### src/rlwc_pkg.sv
// Character codes and register indexes for the response line window capture block.
package rlwc_pkg;

  localparam logic [7:0] CH_PROMPT = 8'h3E;
  localparam logic [7:0] CH_CR     = 8'h0D;
  localparam logic [7:0] CH_LF     = 8'h0A;

  localparam logic [15:0] BYTE_COUNT_MAX = 16'hFFFF;

  typedef enum logic {
    CFG_START_LINE = 1'b0,
    CFG_END_LINE   = 1'b1
  } cfg_index_t;

endpackage

### src/response_line_window_capture.sv
// Response line window capture: top level, one byte in, one buffer write result out.
//
// Input channel (in_valid/in_ready): one received serial byte per beat in rx_byte;
//   arm_record forces recording on before that byte is handled.
// Output channel (out_valid/out_ready): exactly one result beat per input beat, a
//   buffer write request (buf_write, buf_addr, buf_data) with frame_done,
//   prompt_seen and overflow. Drive buf_write straight into the capture buffer's
//   write port when the beat is taken.
// Configuration channel (cfg_valid/cfg_ready, cfg_index, cfg_data): writes
//   start_line (index 0) and end_line (index 1); always ready, use only while no
//   result is outstanding.
// Timing: the result of a byte sits in the output register on the cycle after
//   its beat. Throughput is one byte per cycle while out_ready stays high; the per-byte
//   work is a handful of byte compares and counter increments.
// Reset: rst clears the counters, the previous byte, the recording flag, both
//   line registers and the output valid flag.
// Stall: while a result waits with out_ready low, in_ready drops and the waiting
//   beat holds; in_ready follows out_ready combinationally, so an output register
//   drained in a cycle takes a new byte in that same cycle.
module response_line_window_capture #(
  parameter int BUF_DEPTH     = 256,
  parameter int PROMPT_WINDOW = 23
) (
  input  logic       clk,
  input  logic       rst,
  // byte input
  input  logic       in_valid,
  output logic       in_ready,
  input  logic [7:0] rx_byte,
  input  logic       arm_record,
  // result output
  output logic       out_valid,
  input  logic       out_ready,
  output logic       buf_write,
  output logic [7:0] buf_addr,
  output logic [7:0] buf_data,
  output logic       frame_done,
  output logic       prompt_seen,
  output logic       overflow,
  // configuration writes
  input  logic       cfg_valid,
  output logic       cfg_ready,
  input  logic       cfg_index,
  input  logic [7:0] cfg_data
);

  // Write index is 9 bits, so the usable buffer reach is capped at 512.
  localparam int         LIMIT    = (BUF_DEPTH < 512) ? BUF_DEPTH : 512;
  localparam logic [9:0] LIMIT_W  = 10'(LIMIT);
  localparam logic [15:0] PW_W    = 16'(PROMPT_WINDOW);

  // Configuration registers
  logic [7:0] start_line;
  logic [7:0] end_line;

  // Frame state
  logic [15:0] byte_count;
  logic [8:0]  write_index;
  logic [7:0]  line_count;
  logic [7:0]  prev_byte;
  logic        recording;

  logic [15:0] byte_count_next;
  logic [8:0]  write_index_next;
  logic [7:0]  line_count_next;
  logic [7:0]  prev_byte_next;
  logic        recording_next;

  // Per-byte decode
  logic        in_fire;
  logic        rec_arm;
  logic [15:0] bc_inc;
  logic        is_prompt;
  logic        has_room;
  logic        do_write;
  logic        is_eol;
  logic [7:0]  lc_inc;
  logic [8:0]  stop_line;
  logic        start_hit;
  logic        stop_hit;
  logic        clear_frame;

  logic        buf_write_next;
  logic [7:0]  buf_addr_next;
  logic [7:0]  buf_data_next;
  logic        frame_done_next;
  logic        prompt_seen_next;
  logic        overflow_next;

  assign cfg_ready = 1'b1;
  assign in_ready  = !out_valid || out_ready;
  assign in_fire   = in_valid && in_ready;

  always_ff @(posedge clk) begin
    if (rst) begin
      start_line <= '0;
      end_line   <= '0;
    end else if (cfg_valid && cfg_ready) begin
      case (rlwc_pkg::cfg_index_t'(cfg_index))
        rlwc_pkg::CFG_START_LINE: start_line <= cfg_data;
        rlwc_pkg::CFG_END_LINE:   end_line   <= cfg_data;
        default: ;
      endcase
    end
  end

  always_comb begin
    // Arming takes effect before the byte is looked at.
    rec_arm   = recording || arm_record;
    bc_inc    = (byte_count != rlwc_pkg::BYTE_COUNT_MAX) ? byte_count + 16'd1 : byte_count;
    is_prompt = (rx_byte == rlwc_pkg::CH_PROMPT) && (bc_inc < PW_W);
    has_room  = {1'b0, write_index} < LIMIT_W;
    do_write  = !is_prompt && rec_arm && has_room;

    // A line ends on LF straight after CR, never on the first byte of a frame.
    is_eol    = !is_prompt && (prev_byte == rlwc_pkg::CH_CR) &&
                (rx_byte == rlwc_pkg::CH_LF) && (bc_inc > 16'd1);
    lc_inc    = line_count + 8'd1;
    stop_line = (end_line == 8'd0) ? {1'b0, start_line} + 9'd1 : {1'b0, end_line} + 9'd1;
    start_hit = is_eol && (lc_inc == start_line) && !rec_arm;
    stop_hit  = is_eol && !start_hit && ({1'b0, lc_inc} == stop_line);
    clear_frame = is_prompt || stop_hit;

    if (clear_frame) begin
      byte_count_next  = '0;
      write_index_next = '0;
      line_count_next  = '0;
      prev_byte_next   = '0;
      recording_next   = 1'b0;
    end else begin
      byte_count_next  = bc_inc;
      write_index_next = do_write ? write_index + 9'd1 : write_index;
      line_count_next  = is_eol ? lc_inc : line_count;
      prev_byte_next   = rx_byte;
      recording_next   = rec_arm || start_hit;
    end

    // Result beat: a prompt always lands at address 0.
    buf_write_next   = is_prompt || do_write;
    buf_addr_next    = do_write ? write_index[7:0] : 8'd0;
    buf_data_next    = is_prompt ? rlwc_pkg::CH_PROMPT : (do_write ? rx_byte : 8'd0);
    frame_done_next  = clear_frame;
    prompt_seen_next = is_prompt;
    overflow_next    = !is_prompt && rec_arm && !has_room;
  end

  // Advance the frame state on every accepted byte.
  always_ff @(posedge clk) begin
    if (rst) begin
      byte_count  <= '0;
      write_index <= '0;
      line_count  <= '0;
      prev_byte   <= '0;
      recording   <= 1'b0;
    end else if (in_fire) begin
      byte_count  <= byte_count_next;
      write_index <= write_index_next;
      line_count  <= line_count_next;
      prev_byte   <= prev_byte_next;
      recording   <= recording_next;
    end
  end

  // Output register: load on accept, drop valid once taken.
  always_ff @(posedge clk) begin
    if (rst) begin
      out_valid <= 1'b0;
    end else if (in_fire) begin
      out_valid <= 1'b1;
    end else if (out_ready) begin
      out_valid <= 1'b0;
    end
  end

  always_ff @(posedge clk) begin
    if (in_fire) begin
      buf_write   <= buf_write_next;
      buf_addr    <= buf_addr_next;
      buf_data    <= buf_data_next;
      frame_done  <= frame_done_next;
      prompt_seen <= prompt_seen_next;
      overflow    <= overflow_next;
    end
  end

endmodule

### config.mk
export PLATFORM = sky130hd
export DESIGN_NAME = response_line_window_capture
export DESIGN_NICKNAME = d
export VERILOG_FILES = /design/src/rlwc_pkg.sv /design/src/response_line_window_capture.sv
export SDC_FILE = /design/constraint.sdc
export NUM_CORES = 1
export LEC_CHECK = 0
export CAP_MARGIN = 20
export CELL_PAD_IN_SITES_DETAIL_PLACEMENT = 0
export CELL_PAD_IN_SITES_GLOBAL_PLACEMENT = 1
export CORE_MARGIN = 2
export CORE_UTILIZATION = 45
export DETAILED_ROUTE_END_ITERATION = 7
export DONT_BUFFER_PORTS = 1
export PLACE_DENSITY = 0.79
export SLEW_MARGIN = 20
export SYNTH_ARGS = -nofsm -noshare
export SYNTH_HDL_FRONTEND = slang
export SYNTH_SLANG_ARGS = --single-unit
### constraint.sdc
create_clock -name clk -period 3.8 [get_ports clk]
set_input_delay 0.19 -clock clk [delete_from_list [all_inputs] [get_ports clk]]
set_output_delay 0.19 -clock clk [all_outputs]
set_load 0.05 [all_outputs]
* After elaboration in Yosys (flattened, before gate mapping)
Cells that the tools add are included.
** Word-level totals
- Input bits :: 23
- Output and inout bits :: 23
- Register bits after elaboration :: 79
- Word-level logic and storage cells :: 74
** Operators by class
- Equality and inequality tests :: 6
- Bitwise logic cells :: 2
- Reductions and logical operators :: 31
- Multiplexer cells :: 12
- $add $sub $neg :: 5
- $lt $le $gt $ge :: 3
** Operator list (number)
- 2-to-1 mux 16 bit :: 2
- 2-to-1 mux 9 bit :: 3
- 2-to-1 mux 8 bit :: 3
- adder 8 x 1 -> 9 bit (second input constant) :: 2
- adder 16 x 1 -> 16 bit (second input constant) :: 1
- equality test 8 x 4 -> 1 bit (second input constant) :: 2
- > comparator 16 x 1 -> 1 bit (second input constant) :: 1
- < comparator 16 x 5 -> 1 bit (second input constant) :: 1
- inequality test 16 bit (second input constant) :: 1
- logical AND 1 bit :: 12
- adder 9 x 1 -> 9 bit (second input constant) :: 1
- equality test 8 x 9 -> 1 bit :: 1
- < comparator 9 bit (second input constant) :: 1
- adder 8 x 1 -> 8 bit (second input constant) :: 1
- equality test 8 x 6 -> 1 bit (second input constant) :: 1
- equality test 8 bit :: 1
- zero test 8 bit :: 1
- AND reduction 2 bit :: 4
- 2-to-1 mux 6 bit :: 1
- nonzero test 2 bit :: 3
- zero test 1 bit :: 5
- logical OR 1 bit :: 5
- 2-to-1 mux 1 bit :: 3
- inverter 1 bit :: 2
- OR reduction 2 bit :: 1

* Depth between registers and ports, before layout
- Depth in word-level cells :: 16
- Gate-level depth with buffers :: 13
- Gate-level depth less buffers :: 12

* Worst setup path after synthesis
No wires, ideal clock.
- Path type :: register to register
- Start :: register line_count[0]
- End :: register line_count[4]
- Path slack :: 0.710 ns
- Period minus slack after synthesis :: 3.090 ns
- Buffers on the path :: 2
- Library setup time :: 0.070 ns
- Data arrival time :: 3.020 ns
- Data required time :: 3.730 ns
- Cell stages (with the launch flop) :: 12
- Path through :: dfxtp_1 > clkbuf_1 > nand4_1 > or3_1 > and2_1 > xnor2_1 > or4_1 > a2111oi_4 > o31ai_4 > buf_6 > or3_1 > a21oi_1
** Between the ends
- Word-level cells in the longest chain between the ends :: 10
- Elaborated cells between the ends (all ways) :: 13
- Those cells by class :: 1 x add/sub; 2 x eq/ne; 2 x mux; 8 x reduce/logical
** RTL lines
- start: declaration :: line response_line_window_capture.sv:59 : logic [7:0] line_count;
- start signal: assignment :: line response_line_window_capture.sv:158 : line_count <= line_count_next;
- adder 8 x 1 -> 8 bit * :: line response_line_window_capture.sv:118 : lc_inc = line_count + 8'd1;
- equality test 8 bit :: line response_line_window_capture.sv:120 : start_hit = is_eol && (lc_inc == start_line) && !rec_arm;
- logical AND 1 bit (2 in a row) :: line response_line_window_capture.sv:120
- zero test 1 bit :: line response_line_window_capture.sv:121 : stop_hit = is_eol && !start_hit && ({1'b0, lc_inc} == stop_line);
- logical AND 1 bit :: line response_line_window_capture.sv:121
- logical AND 1 bit * :: line response_line_window_capture.sv:121
- logical OR 1 bit * :: line response_line_window_capture.sv:122 : clear_frame = is_prompt || stop_hit;
- net clear_frame :: line response_line_window_capture.sv:81 : logic clear_frame;
- nonzero test 2 bit (no line)
- AND reduction 2 bit (no line)
Mark *: on every way through the listed nets, which the timed path passes. The rest lies on a longest branch. The select of a mux whose other input is x is not followed.
A chain may end at the register's enable or synchronous reset.

* Worst setup path in the final report
- Start :: register line_count[2]
- End :: register line_count[5]
** Between the ends
- Word-level cells in the longest chain between the ends :: 10
- Elaborated cells between the ends (all ways) :: 13
- Those cells by class :: 1 x add/sub; 2 x eq/ne; 2 x mux; 8 x reduce/logical
** RTL lines (line)
- adder 8 x 1 -> 8 bit * :: response_line_window_capture.sv:118
- equality test 8 bit :: response_line_window_capture.sv:120
- logical AND 1 bit (2 in a row) :: response_line_window_capture.sv:120
- zero test 1 bit :: response_line_window_capture.sv:121
- logical AND 1 bit (2 in a row) :: response_line_window_capture.sv:121
- logical OR 1 bit :: response_line_window_capture.sv:122
- nonzero test 2 bit (no line)
- AND reduction 2 bit (no line)
Mark *: on every way between the ends. The rest lies on a longest branch, timed or not. The select of a mux whose other input is x is not followed.

==> impl_metrics.ini <==
[clock_tree]
numCtsBuffers = 9
clockBufferDepth = 2
clk_latency_ns = 0.35
cts_tree = yes
clockRootBuffer = clkbuf_8
clk_pin_slew_ns = 0.09
cts_max_level = 3
numClockSinks = 79

[route]
drt-pass1-iter-count = 4
num_vias = 3716
drc = 0
drt-total-wl_um = 10400
drt-wirelength-per-cell_um = 16.0
viasPerCell = 5.71
ant_nets = 0
first_iter_violations = 143

[layout]
register_area_mm2 = 0.00178
n_antenna_cell = 0
area_delta_synth_final_pct = 15.3
layout-drive-gt1-share = 0.103
fin_nets = 544
finalNonFillerCells = 651
fillers = 897
multi_input_area_mm2 = 0.00239

[sta]
fmax_ghz = 0.282
setup_ws_ns = 0.254
tightest_slew_ns = 0.691
rsz0062_at_grt = false
hold_viol = 0
whs_ns = 0.0146
finalMaxSlewViolations = 0
slew_headroom = 0.535
min_period_ns = 3.55
fin_crit_sh = 0.933
setup_tns_ns = 0
finalSetupViolCount = 0
worst_clock_skew_ns = 0.00948

[floorplan]
start_util = 0.467
die_h_um = 102
core-area_mm2 = 0.00928
die_w_um = 102
die_area_mm2 = 0.0104
ios = 46
num_rows = 35

[placed_design]
numPlacedInstances = 609
port_buffers = 0
place_congestion = 0.867
dp_hpwl_um = 7450
pre_cts_slack_ns = 0.0912

[synthesis]
synth_cell_types = 71
ys_async_sr_fraction = 0
ys_ff_latch = 79
syn_inst = 488
yosys-top-cells-area = dfxtp_1, edfxtp_1, xnor2_1, nand2_1, nand3_1
avgSynthCellArea_um2 = 8.88
yosysSeqAreaShare = 0.411
yosys.area.top_type_share = 0.273
synth_area_mm2 = 0.00433
synthFlopType = dfxtp_1
synth_enable_flop_cells = 20
yosysWarningCount = 0
synth_fp_nets = 515
synth_largest_area_cell = dfxtp_1

[worst_setup_path]
cp-end-kind = flip-flop
slowest_stage = or4_1
cp.arrival_ns = 3.82
path_max_fanout = 11
path_common_cell = or3_1
start_kind = flip-flop
slowest_delay_ns = 0.64
crit_path_cell_trace = nand3_1 -> or3_1 -> and2_1 -> xnor2_1 -> or4_1 -> a2111oi_4 -> o31ai_4 -> buf_4 -> or3_1 -> o221ai_1
worst-setup-path-type = reg2reg
crit_required_ns = 4.08

[global_routing]
grtUsageTotal = 0.210
grt.overflow.total = 0
grt_antenna_before_repair = 0
first_global_vias = 3500
grt_pass1_wl_um = 17400
grt_start_max_net_pins = 33

[hold_path]
hold_path.class = in2reg

[power_and_ir_drop]
p_leak_nw = 1.79
p_total_mw = 1.94
ir_drop_v = 0.000225
p_per_area_mw_per_mm2 = 389

[job]
drv_cap = 0

[outcome]
status = finished, final reports clean
==> layer usage <==
| layer | track usage | vias to the layer above | share of wire |
|---|---|---|---|
| met2 | 0.328 | 62 | 0.47 |
| met1 | 0.297 | 1778 | 0.48 |
| li1 | - | 1868 | - |
| met3 | 0.0363 | 8 | 0.039 |
| met5 | 0 | - | 0 |
| met4 | 0.0677 | 0 | 0.012 |
==> area by class of cell <==
cell class              instances  area share
multi-input cells             368       0.478
flip-flops and latches         79       0.357
repair buffers                 41      0.0722
well taps                     129      0.0323
clock buffers                   9      0.0248
clock inverters                 7      0.0218
inverters                      18      0.0135
==> stage by stage <==
stage               instance area, um2  utilization
global route                      4990        0.538
finish                            4990        0.538
detailed placement                4500        0.485
CTS                               4960        0.535
floorplan                         4330            -
global placement                  4500        0.485
==> registers in the layout, indices dropped and copies added, names as in the netlist <==
signal	cells
overflow	1
write_index	9
buf_write	1
buf_addr	8
frame_done	1
end_line	8
prev_byte	8
out_valid	1
buf_data	8
line_count	8
byte_count	16
prompt_seen	1
recording	1
start_line	8
==> cells in the mapped netlist, types with 4 or more instances <==
| library cell | instances |
|---|---|
| dfxtp_1 | 59 |
| nand2_1 | 44 |
| nor2_1 | 41 |
| nand3_1 | 31 |
| a21oi_1 | 25 |
| xnor2_1 | 24 |
| edfxtp_1 | 20 |
| inv_1 | 18 |
| clkbuf_1 | 17 |
| nor3_1 | 14 |
| and3_1 | 13 |
| nand4_1 | 13 |
| mux2i_1 | 11 |
| o21ai_0 | 10 |
| or3_1 | 10 |
| and2_1 | 9 |
| nor4_1 | 8 |
| a22o_1 | 7 |
| nand2b_1 | 7 |
| xor2_1 | 7 |
| a21o_1 | 6 |
| nor4b_1 | 6 |
| or4_1 | 6 |
| and4_1 | 5 |
| o31ai_1 | 5 |
| a41oi_1 | 4 |
| ha_1 | 4 |
| or2_2 | 4 |
==> report_power, final <==
part / internal (mW) / total (mW) / leakage [nW] / switching, mW
logic: 0.102 / 0.224 / 0.989 / 0.121
registers: 0.902 / 0.983 / 0.681 / 0.0811
clock network: 0.386 / 0.736 / 0.119 / 0.350
==> kinds of logic after synthesis <==
family,Yosys count,synth area share
adder cells (fa/ha/maj),4,0.0116
XOR/XNOR,32,0.0679
AO/OA/AOI/OAI,93,0.159
multiplexers,12,0.0280
AND/OR/NAND/NOR,226,0.282
flip-flops,79,0.411
buffers and inverters,41,0.0396
other,1,0.000866
==> path summary, 6_finish.rpt <==
check | start | cells after the start | to | slack (ns)
min reg2reg | prev_byte[0]$_SDFFE_PP0P_ | 2 | prev_byte[0]$_SDFFE_PP0P_ | 0.46
max reg2reg | line_count[2]$_SDFFE_PP0P_ | 10 | line_count[5]$_SDFFE_PP0P_ | 0.25
max | line_count[2]$_SDFFE_PP0P_ | 10 | line_count[5]$_SDFFE_PP0P_ | 0.25
min | cfg_data[4] | 2 | start_line[4]$_SDFFE_PP0P_ | 0.01
==> timing repair <==
item,in CTS,in global routing
hold buffers,23,0
endpoints found under the hold margin,30,0
gates resized for setup,0,2
setup endpoints to repair,0,34
buffers inserted,0,3
==> placed cells by master (no fill, tap or decap), types with 7 or more instances in the layout <==
cell type / instances
clkbuf_8: 9
nor3_1: 12
o21ai_0: 10
xor2_1: 7
or3_1: 10
nand4_1: 13
and3_1: 13
nand2b_1: 7
and2_1: 9
edfxtp_1: 20
nor2_1: 41
nand2_1: 44
inv_1: 18
dfxtp_1: 59
buf_4: 18
mux2i_1: 11
dlygate4sd3_1: 22
nor4_1: 8
a22o_1: 7
nand3_1: 31
xnor2_1: 24
a21oi_1: 25
==> worst max-delay path: cells and delay by family (launching register included) <==
family                    cells  cell delay (ns)
and+or+nand+nor               5             1.88
AOI/OAI and AO/OA             3             0.83
DFF                           1             0.46
buffers and inverters         1             0.19
xor gates and xnor gates      1             0.11
Power figures use the tool's default switching activity.
